**config.mk**
```make
export PLATFORM = sky130hd
export DESIGN_NAME = remote_code_pulse_encoder_unit
export DESIGN_NICKNAME = d
export VERILOG_FILES = /design/src/rtl/core/rcpe_pkg.sv /design/src/rtl/core/remote_code_pulse_encoder_unit.sv /design/src/rtl/core/rcpe_seq.sv
export SDC_FILE = /design/constraint.sdc
export NUM_CORES = 1
export LEC_CHECK = 0
export BUFFER_PORTS_ARGS = -buffer_cell sky130_fd_sc_hd__buf_2
export CAP_MARGIN = 20
export CORE_MARGIN = 1
export CORE_UTILIZATION = 40
export DETAILED_ROUTE_END_ITERATION = 10
export PLACE_DENSITY = 0.58
export SYNTH_ARGS = -nofsm -noshare
export SYNTH_HDL_FRONTEND = slang
export SYNTH_SLANG_ARGS = --single-unit
```
**constraint.sdc**
```tcl
create_clock -name i_clk -period 4.4 [get_ports i_clk]
set_clock_uncertainty 0.1 [all_clocks]
set_input_delay 0.88 -clock i_clk [delete_from_list [all_inputs] [get_ports i_clk]]
set_output_delay 0.88 -clock i_clk [all_outputs]
set_load 0.05 [all_outputs]
```
**src/rtl/core/rcpe_pkg.sv**
```systemverilog
`timescale 1ns / 1ps
`default_nettype none
// ----------------------------------------------------------------------------
// rcpe_pkg
// Shared types and constants for the remote code pulse encoder: control word
// layout of the sequencer program, jump conditions and pulse multipliers.
// ----------------------------------------------------------------------------
package rcpe_pkg;

    localparam int DATA_W  = 62;             // serial (58) above button (4)
    localparam int SER_W   = 58;
    localparam int BTN_W   = 4;
    localparam int TE_W    = 16;
    localparam int TIME_W  = 19;
    localparam int FBITS_W = 6;
    localparam int IDX_W   = $clog2(DATA_W);
    localparam logic [TE_W-1:0] TE_RESET = 16'd320;

    // bit count limits: data word width caps the count
    localparam int MAX_BITS     = 62;
    localparam int DEFAULT_BITS = 24;

    // register indexes
    localparam logic CFG_BASE_PERIOD = 1'b0;
    localparam logic CFG_FRAME_BITS  = 1'b1;

    // segment kinds
    typedef enum logic [1:0] {
        KIND_PREAMBLE = 2'd0,
        KIND_ZERO     = 2'd1,
        KIND_ONE      = 2'd2,
        KIND_FOOTER   = 2'd3
    } t_kind;

    // multiples of te
    typedef enum logic [2:0] {
        MUL_1 = 3'd0,
        MUL_2 = 3'd1,
        MUL_3 = 3'd2,
        MUL_4 = 3'd3,
        MUL_6 = 3'd4,
        MUL_8 = 3'd5
    } t_mul;

    typedef enum logic [1:0] {
        COND_NONE     = 2'd0,   // fall through
        COND_ALWAYS   = 2'd1,
        COND_NO_START = 2'd2,   // jump while no frame has started
        COND_MORE     = 2'd3    // jump while data bits remain
    } t_cond;

    typedef logic [1:0] t_step;

    localparam t_step STEP_IDLE   = 2'd0;
    localparam t_step STEP_PRE    = 2'd1;
    localparam t_step STEP_DATA   = 2'd2;
    localparam t_step STEP_FOOTER = 2'd3;

    typedef struct packed {
        logic  take;      // accept a frame request, load data and count
        logic  emit;      // write a pair to the output register
        logic  use_bit;   // pair shape chosen by the current data bit
        logic  dec;       // count down one data bit
        t_mul  hi_mul;
        t_mul  lo_mul;
        t_kind kind;
        logic  last;
        t_cond cond;
        t_step target;
    } t_ctrl;

    typedef struct packed {
        logic start;      // request taken with a non-zero time unit
        logic more;       // further data bits after the current one
        logic stall;      // emit step blocked by a full output register
    } t_flags;

    function automatic logic [TIME_W-1:0] te_times(input logic [TE_W-1:0] te,
                                                   input t_mul m);
        logic [TIME_W-1:0] t;
        logic [TIME_W-1:0] r;
        t = TIME_W'(te);
        case (m)
            MUL_1:   r = t;
            MUL_2:   r = t << 1;
            MUL_3:   r = (t << 1) + t;
            MUL_4:   r = t << 2;
            MUL_6:   r = (t << 2) + (t << 1);
            MUL_8:   r = t << 3;
            default: r = t;
        endcase
        return r;
    endfunction

endpackage
`default_nettype wire

```
**src/rtl/core/remote_code_pulse_encoder_unit.sv**
```systemverilog
`timescale 1ns / 1ps
`default_nettype none
// The step after the request transaction writes the preamble pair to the output register.
// Throughput: one pair per cycle while the output register is free; a full one stalls the
//   sequencer. Frames run the four-step microcode loop (idle, preamble, N data steps, footer).
// A request taken while base_period is zero yields nothing.
// Reset (synchronous, active low): sequencer to idle, output empty,
//   base_period = 320, frame_bits = 0.
// ----------------------------------------------------------------------------
// remote_code_pulse_encoder_unit
// Fixed-code pulse-width remote encoder: turns one frame request into a
// preamble, one mark/space pair per data bit (MSB first) and a footer.
// ----------------------------------------------------------------------------
module remote_code_pulse_encoder_unit
    import rcpe_pkg::*;
(
    input  wire logic        i_clk,
    input  wire logic        i_rst_n,
    // configuration write port
    input  wire logic        i_cfg_we,
    input  wire logic        i_cfg_idx,
    input  wire logic [15:0] i_cfg_wdata,
    // request stream
    input  wire logic        s_tvalid,
    output logic             s_tready,
    input  wire logic [63:0] s_tdata,   // [57:0] serial_number, [61:58] button_code
    // pair stream
    output logic             m_tvalid,
    input  wire logic        m_tready,
    output logic [39:0]      m_tdata,   // [18:0] high_time, [37:19] low_time
    output logic [1:0]       m_tuser,   // [1:0] segment_kind
    output logic             m_tlast    // last_pair
);

    // configuration registers
    logic [TE_W-1:0]    r_te;
    logic [FBITS_W-1:0] r_frame_bits;

    always_ff @(posedge i_clk) begin
        if (!i_rst_n) begin
            r_te         <= TE_RESET;
            r_frame_bits <= '0;
        end else if (i_cfg_we) begin
            case (i_cfg_idx)
                CFG_BASE_PERIOD: r_te         <= i_cfg_wdata;
                CFG_FRAME_BITS:  r_frame_bits <= i_cfg_wdata[FBITS_W-1:0];
                default:         r_te         <= r_te;
            endcase
        end
    end

    // sequencer
    t_ctrl  w_ctrl;
    t_flags w_flags;
    logic   w_accept;
    logic   w_out_free;

    rcpe_seq u_seq (
        .i_clk   (i_clk),
        .i_rst_n (i_rst_n),
        .i_flags (w_flags),
        .o_ctrl  (w_ctrl)
    );

    // datapath: data word and remaining bit count
    logic [DATA_W-1:0]  r_data;
    logic [FBITS_W-1:0] r_cnt;
    logic [FBITS_W-1:0] w_bits;
    logic [IDX_W-1:0]   w_idx;
    logic               w_bit;

    assign s_tready   = w_ctrl.take;
    assign w_accept   = s_tvalid && s_tready;
    assign w_out_free = !m_tvalid || m_tready;

    assign w_flags.start = w_accept && (r_te != '0);
    assign w_flags.more  = (r_cnt != FBITS_W'(1));
    assign w_flags.stall = w_ctrl.emit && !w_out_free;

    // zero selects the default count, large counts saturate
    always_comb begin
        if (r_frame_bits == '0) begin
            w_bits = FBITS_W'(DEFAULT_BITS);
        end else if (r_frame_bits > FBITS_W'(MAX_BITS)) begin
            w_bits = FBITS_W'(MAX_BITS);
        end else begin
            w_bits = r_frame_bits;
        end
    end

    assign w_idx = IDX_W'(r_cnt - FBITS_W'(1));
    assign w_bit = r_data[w_idx];

    always_ff @(posedge i_clk) begin
        if (w_accept) begin
            // button in the low nibble, serial above it
            r_data <= {s_tdata[SER_W-1:0], s_tdata[SER_W+BTN_W-1:SER_W]};
            r_cnt  <= w_bits;
        end else if (w_ctrl.dec && !w_flags.stall) begin
            r_cnt  <= r_cnt - FBITS_W'(1);
        end
    end

    // output register parts the sequencer from the consumer
    t_mul              w_hi_mul;
    t_mul              w_lo_mul;
    t_kind             w_kind;
    logic [TIME_W-1:0] r_high;
    logic [TIME_W-1:0] r_low;
    t_kind             r_kind;
    logic              r_last;
    logic              r_out_valid;

    always_comb begin
        if (w_ctrl.use_bit && w_bit) begin
            w_hi_mul = MUL_3;
            w_lo_mul = MUL_1;
            w_kind   = KIND_ONE;
        end else begin
            w_hi_mul = w_ctrl.hi_mul;
            w_lo_mul = w_ctrl.lo_mul;
            w_kind   = w_ctrl.kind;
        end
    end

    always_ff @(posedge i_clk) begin
        if (!i_rst_n) begin
            r_out_valid <= 1'b0;
        end else if (w_ctrl.emit && w_out_free) begin
            r_out_valid <= 1'b1;
        end else if (m_tready) begin
            r_out_valid <= 1'b0;
        end
    end

    always_ff @(posedge i_clk) begin
        if (w_ctrl.emit && w_out_free) begin
            r_high <= te_times(r_te, w_hi_mul);
            r_low  <= te_times(r_te, w_lo_mul);
            r_kind <= w_kind;
            r_last <= w_ctrl.last;
        end
    end

    assign m_tvalid = r_out_valid;
    assign m_tdata  = {2'b00, r_low, r_high};
    assign m_tuser  = r_kind;
    assign m_tlast  = r_last;

endmodule
`default_nettype wire

```
**src/rtl/core/rcpe_seq.sv**
```systemverilog
`timescale 1ns / 1ps
`default_nettype none
// ----------------------------------------------------------------------------
// rcpe_seq
// Microcode sequencer: step counter, program ROM and conditional jumps.
// ----------------------------------------------------------------------------
module rcpe_seq
    import rcpe_pkg::*;
(
    input  wire logic   i_clk,
    input  wire logic   i_rst_n,
    input  wire t_flags i_flags,
    output t_ctrl       o_ctrl
);

    t_step r_step;
    t_step n_step;
    t_ctrl w_ctrl;
    logic  w_jump;

    // program: idle/load, preamble, data loop, footer
    function automatic t_ctrl rom(input t_step s);
        t_ctrl c;
        c = '{take: 1'b0, emit: 1'b0, use_bit: 1'b0, dec: 1'b0,
              hi_mul: MUL_1, lo_mul: MUL_1, kind: KIND_PREAMBLE, last: 1'b0,
              cond: COND_NONE, target: STEP_IDLE};
        case (s)
            STEP_IDLE: begin
                c.take   = 1'b1;
                c.cond   = COND_NO_START;
                c.target = STEP_IDLE;
            end
            STEP_PRE: begin
                c.emit   = 1'b1;
                c.hi_mul = MUL_8;
                c.lo_mul = MUL_4;
                c.kind   = KIND_PREAMBLE;
            end
            STEP_DATA: begin
                c.emit    = 1'b1;
                c.use_bit = 1'b1;
                c.dec     = 1'b1;
                c.hi_mul  = MUL_1;
                c.lo_mul  = MUL_2;
                c.kind    = KIND_ZERO;
                c.cond    = COND_MORE;
                c.target  = STEP_DATA;
            end
            STEP_FOOTER: begin
                c.emit   = 1'b1;
                c.hi_mul = MUL_1;
                c.lo_mul = MUL_6;
                c.kind   = KIND_FOOTER;
                c.last   = 1'b1;
                c.cond   = COND_ALWAYS;
                c.target = STEP_IDLE;
            end
            default: c.cond = COND_ALWAYS;
        endcase
        return c;
    endfunction

    always_comb begin
        w_ctrl = rom(r_step);
        case (w_ctrl.cond)
            COND_NONE:     w_jump = 1'b0;
            COND_ALWAYS:   w_jump = 1'b1;
            COND_NO_START: w_jump = !i_flags.start;
            COND_MORE:     w_jump = i_flags.more;
            default:       w_jump = 1'b0;
        endcase
        if (i_flags.stall) begin
            n_step = r_step;
        end else if (w_jump) begin
            n_step = w_ctrl.target;
        end else begin
            n_step = r_step + 2'd1;
        end
    end

    always_ff @(posedge i_clk) begin
        if (!i_rst_n) begin
            r_step <= STEP_IDLE;
        end else begin
            r_step <= n_step;
        end
    end

    assign o_ctrl = w_ctrl;

endmodule
`default_nettype wire
```
==> results of run 1 <==
[kinds of logic after synthesis]
group,Yosys count
AND/OR/NAND/NOR,181
other,1
adder cells (fa/ha/maj),34
XOR/XNOR,15
flip-flops,134
multiplexers,31
AO/OA/AOI/OAI,162
buffers and inverters,68
[through the flow]
| stage | hold WS, ps | std cells | util | total power, µW |
|---|---|---|---|---|
| after floorplan | 357 | 627 | - | 4520 |
| after global placement | 390 | 949 | 0.457 | 5110 |
| after detailed placement | 398 | 949 | 0.457 | 5170 |
| after CTS | 405 | 980 | 0.490 | 6540 |
| after global routing | 432 | 981 | 0.491 | 6880 |
| final | 399 | 983 | 0.492 | 6510 |
[path summary, 6_finish.rpt]
path,start,endpoint,slack (ps),depth (start not counted)
worst min register to register,r_frame_bits[2],r_frame_bits[2],400,2
worst max register to register,r_cnt[1],r_low[3],300,12
worst max-delay path,r_cnt[1],r_low[3],300,12
worst min-delay path,r_frame_bits[2],r_frame_bits[2],400,2
[cells in the final DEF (no fill, tap or decap), types with 7 or more instances in the layout]
cell and n:
a211oi_1 11, a21boi_0 23, a21oi_1 30, a22oi_1 12, a31oi_1 7, and3_1 9, buf_2 126, buf_4 10
clkbuf_16 17, dfxtp_1 25, edfxtp_1 109, ha_1 33, inv_1 27, mux2i_1 15, mux4_2 15, nand2_1 73
nand3_1 21, nor2_1 26, nor2b_1 10, nor3_1 7, o21ai_0 30, xnor2_1 10
[flip-flops by register name (all words and copies together), names as in the netlist]
signal	cells
r_low	19
m_tuser	2
u_seq.r_step	2
r_data	62
m_tvalid	1
r_high	19
r_te	16
m_tlast	1
r_cnt	6
r_frame_bits	6
[power breakdown]
group / internal [µW] / switching [µW]
sequential: 1940 / 149
clock: 826 / 521
combinational: 1020 / 2050
[layer usage]
layer  GRT usage  vias to the layer above
met5           0                        -
met4      0.0877                        2
met3      0.0488                       31
met2       0.298                      195
met1       0.208                     2472
li1            -                     2577
[area by class of cell]
cell class | instances | area [µm²]
Tap cell | 225 | 282
Antenna cell | 2 | 5.00
Sequential cell | 134 | 3770
Clock inverter | 13 | 135
Fill cell | 1604 | 8860
Multi-Input combinational cell | 425 | 3090
Timing Repair Buffer | 137 | 733
Inverter | 29 | 109
Clock buffer | 18 | 429
[worst min-delay path: stages (launching register included)]
cell	delay (ps)
dfxtp_1	320
nand2_1	60
a21boi_0	70
==> metrics, run 1 <==
outcome finished, final reports clean; pre-CTS setup slack 312 ps; placed cell areas roughly 8000 µm²; post_cts resized 0; top cell type's share of synthesized area 0.456; WS Path Type reg2reg; vias per inst about 5.4; max incr delay on CP around 560 ps; fmax 0.244 GHz; post-route cell area between 8000 and 9000 µm²; ANT nets after route 0; H-tree depth 4; flops & latches, synth between 100 and 150; CTS sink cnt 134; Worst Setup Slack, final 304 ps; Die Ht between 100 and 150 µm; Highest Signal Layer met5; Die ar. approximately 18000 µm²; CTS max path bufs 2; first-pass GRT wire length around 25000 µm; Yosys cell types 66; Worst Path Max Fanout 20; # IOs 131; Crit path max-delay family simple AND/OR/NAND/NOR gates; synthesized instance count between 600 and 700; M1 WL around 6500 µm; NumNets Final around 860; count leader, synth edfxtp_1; largest net degree at the start of global routing slightly below 50; DP Wirelength between 10000 and 15000 µm; Hold Fails Final Rpt 0; post-CTS setup buffers 0; Lkg Pwr around 0.0033 µW; Synth area leader edfxtp_1; Tot GR Track Use 0.177; Worst Path Buf+Inv 2; Slowest cell on crit path or2_1; Syn Area/Cell between 10 and 15 µm²; DR pass1 iterations 5; share of layout cells above drive strength 1 0.263; area grow syn2layout 19.3%; clock root cell clkbuf_16; hold_buf cts 0; setup TNS 0 ps; share of synthesized flip-flops with an asynchronous set or reset 0; max-cap viol count 0; Peak VDD IR ~470 µV; Post-Synth Adder-Cell Area 0.0603; top_reg_cell synth edfxtp_1; initial antenna violation count 3; Rel. slew slack 0.373; Met3 Wirelength between 1000 and 1500 µm; dominant cells by area after synthesis edfxtp_1, dfxtp_1, ha_1; number of synthesis warnings 0; CP Data Arrival Time 4150 ps; Routability Congestion between 0.8 and 0.9; total CTS buffers 17; most common library cells after synthesis edfxtp_1, nand2_1, ha_1; Die Width 136 µm; Rows 48; clock slew at reported path FFs approximately 60 ps; sequential fraction of the synthesis area 0.526; Slew Limit Fails 0; TritonCTS clock tree yes; power per cell area around 760 nW/µm²; total gr overflow 0; number of global-route vias before repair ~5100; drc violations 0; RSZ-0062 raised after global routing no; number of synthesized flops with an enable pin about 110; Tightest Pin Transition slightly above 900 ps; Compound-Gate Fraction of Synth Area 0.156; vias roughly 5300; Core Footprint 17400 µm²; wire per inst ~16 µm; multiplexer share of the synthesized area 0.0696; WP data required approximately 4500 ps; Skew-Pair Late Insertion Delay 420 ps; Post-Synth XOR/XNOR Area 0.0183; Tightest Hold Check Type reg2reg; DRT iter0 DRCs about 330; crit-path cells inv_1 -> ha_1 -> buf_4 -> mux4_2 -> a21boi_1 -> o32ai_1 -> or4_4 -> o221ai_4 -> nor2_2 -> or2_1 -> nand2_1 -> o32a_1; fin crit share 0.931; setup violators final 0; total routed wirelength 15700 µm; post-synthesis simple-gate area fraction 0.124; # port buffers roughly 130; largest family of logic cells by synthesized area compound AO/OA/AOI/OAI gates; minimum clock period around 4000 ps; mapped cell area around 7200 µm²; startpoint types register; endpoint type of the worst setup path register; routed wl met2 a little under 8000 µm; starting density of the core 0.412
Note: power is estimated with default switching activity, not from simulation.
==> run 2: changes to the inputs <==
==> constraint.sdc (replaced) <==
create_clock -name i_clk -period 4.4 [get_ports i_clk]
set_clock_uncertainty 0.1 [all_clocks]
set_input_delay 0.44 -clock i_clk [delete_from_list [all_inputs] [get_ports i_clk]]
set_output_delay 0.44 -clock i_clk [all_outputs]
set_load 0.05 [all_outputs]
==> run 2 against run 1 <==
- clock-buffer cell count unchanged
- wire length grew 1.0%
- first-iteration DRC count shrank 3.7%
- sequential power is essentially flat
- design area increased by 0.16%
- critical path type unchanged
==> metrics, run 2 (synthesis results as in run 1) <==
Slowest cell on crit path or2_1; final hold slack 88.3 ps (-310 ps); most frequent cells in the layout buf_2, edfxtp_1, nand2_1, ha_1; hold_buf cts 0 (unchanged); outcome finished, final reports clean; Worst Path Buf+Inv 2 (unchanged); Hold Fails Final Rpt 0 (unchanged); initial antenna violation count 3 (unchanged); Routability Congestion 0.861 (-1.0%); post-route cell area 8570 µm² (+0.16%); endpoint type of the worst setup path register; Worst Path Max Fanout 20 (unchanged); total routed wirelength 15800 µm (+1.0%); CTS max path bufs 2 (unchanged); WP data required 4470 ps (about the same); # port buffers 126 (unchanged); CP Data Arrival Time 4080 ps (-70 ps); clock slew at reported path FFs 60 ps (about the same); TritonCTS clock tree yes; Tightest Hold Check Type in2reg; max-cap viol count 0 (unchanged); share of layout cells above drive strength 1 0.265 (+0.00194); wire per inst 16.1 µm (+0.80%); Peak VDD IR 495 µV (+5.1%); Slew Limit Fails 0 (unchanged); CTS sink cnt 134 (unchanged); Die Ht 136 µm (unchanged); placed cell areas 7970 µm² (about the same); most common cell after layout, fill and taps aside buf_2; setup violators final 0 (unchanged); largest net degree at the start of global routing 50 (+2.0%); crit-path cells inv_1 -> ha_1 -> buf_4 -> mux4_2 -> a21boi_1 -> o32ai_1 -> or4_4 -> o221ai_4 -> nor2_2 -> or2_1 -> nand2_1 -> o32a_1; drc violations 0 (unchanged); H-tree depth 4 (unchanged); Layout Utilization 0.492 (+0.000790); setup TNS 0 ps (unchanged); Core Footprint 17400 µm² (unchanged); filler instances 1622 (+1.1%); DRT iter0 DRCs 316 (-3.7%); number of global-route vias before repair 5039 (-1.2%); total gr overflow 0 (unchanged); area grow syn2layout 19.5%; startpoint types register; Top Registers r_data: 62 flops, r_high: 19 flops, r_low: 19 flops; Tightest Pin Transition 825 ps (-106 ps); NumNets Final 865 (+0.12%); max reg flops 62 (unchanged); fmax 0.249 GHz (+2.2%); worst hold stages 1 (-1); Lkg Pwr 0.00327 µW (+0.35%); WS Path Type reg2reg; RSZ-0062 raised after global routing no; DR pass1 iterations 5 (unchanged); Tot GR Track Use 0.181 (+0.00378); vias per inst 5.36 (-0.20%); total CTS buffers 17 (unchanged); Worst Setup Slack, final 391 ps (+87.0 ps); max incr delay on CP 560 ps (about the same); Die Width 136 µm (unchanged); # IOs 131 (unchanged); Worst Reg2Reg Path Length in Cells 12 (unchanged); post_cts resized 0 (unchanged); pre-CTS setup slack 401 ps (+88.8 ps); ANT nets after route 0 (unchanged); Skew-Pair Late Insertion Delay 420 ps (about the same); first-pass GRT wire length 25300 µm (+1.7%); clock root cell clkbuf_16; vias 5277 (unchanged); DP Wirelength 11800 µm (+1.6%); Most flops, register r_data; Crit path max-delay family simple AND/OR/NAND/NOR gates; power per cell area 762 nW/µm² (+0.27%); post-CTS setup buffers 0 (unchanged); Rows 48 (unchanged); minimum clock period 4010 ps (-87.0 ps); fin crit share 0.911 (-0.0198); Rel. slew slack 0.449 (+0.0762); Die ar. 18500 µm² (unchanged); starting density of the core 0.412 (unchanged); critical path depth in cells 12 (unchanged)
[run 2: worst paths after layout]
| check | from | to | slack [ps] |
|---|---|---|---|
| setup / recovery | r_cnt[1] | r_low[3] | 390 |
| hold / removal | s_tdata[6] | r_data[10] | 90 |
| setup reg to reg | r_cnt[1] | r_low[3] | 390 |
| hold reg to reg | r_frame_bits[1] | r_frame_bits[1] | 400 |
[run 2: metal layers]
| layer | share of wire | global-route usage | vias up |
|---|---|---|---|
| met5 | 0.00070 | 0 | - |
| met4 | 0.017 | 0.0753 | 2 |
| met3 | 0.074 | 0.0529 | 26 |
| met2 | 0.49 | 0.303 | 206 |
| met1 | 0.42 | 0.217 | 2457 |
| li1 | - | - | 2586 |
[run 2: power breakdown]
| group | switching (µW) | internal, µW |
|---|---|---|
| registers | 156 | 1940 |
| logic | 2030 | 1020 |
| clock network | 550 | 837 |
[run 2: cell type report]
class | count | area (µm²) | area share
antenna | 2 | 5.00 | 0.000584
clock buffer | 18 | 429 | 0.0501
clock inverter | 14 | 149 | 0.0174
inverter | 29 | 109 | 0.0127
multi-input combinational | 425 | 3090 | 0.361
sequential | 134 | 3770 | 0.440
tap | 225 | 282 | 0.0328
timing repair buffer | 138 | 733 | 0.0855
[run 2: per-stage QoR]
step,cells,power (µW)
final,985,6540
after CTS,982,6580
after global placement,950,5120
after detailed placement,950,5180
after floorplan,627,4520
after global routing,983,6910
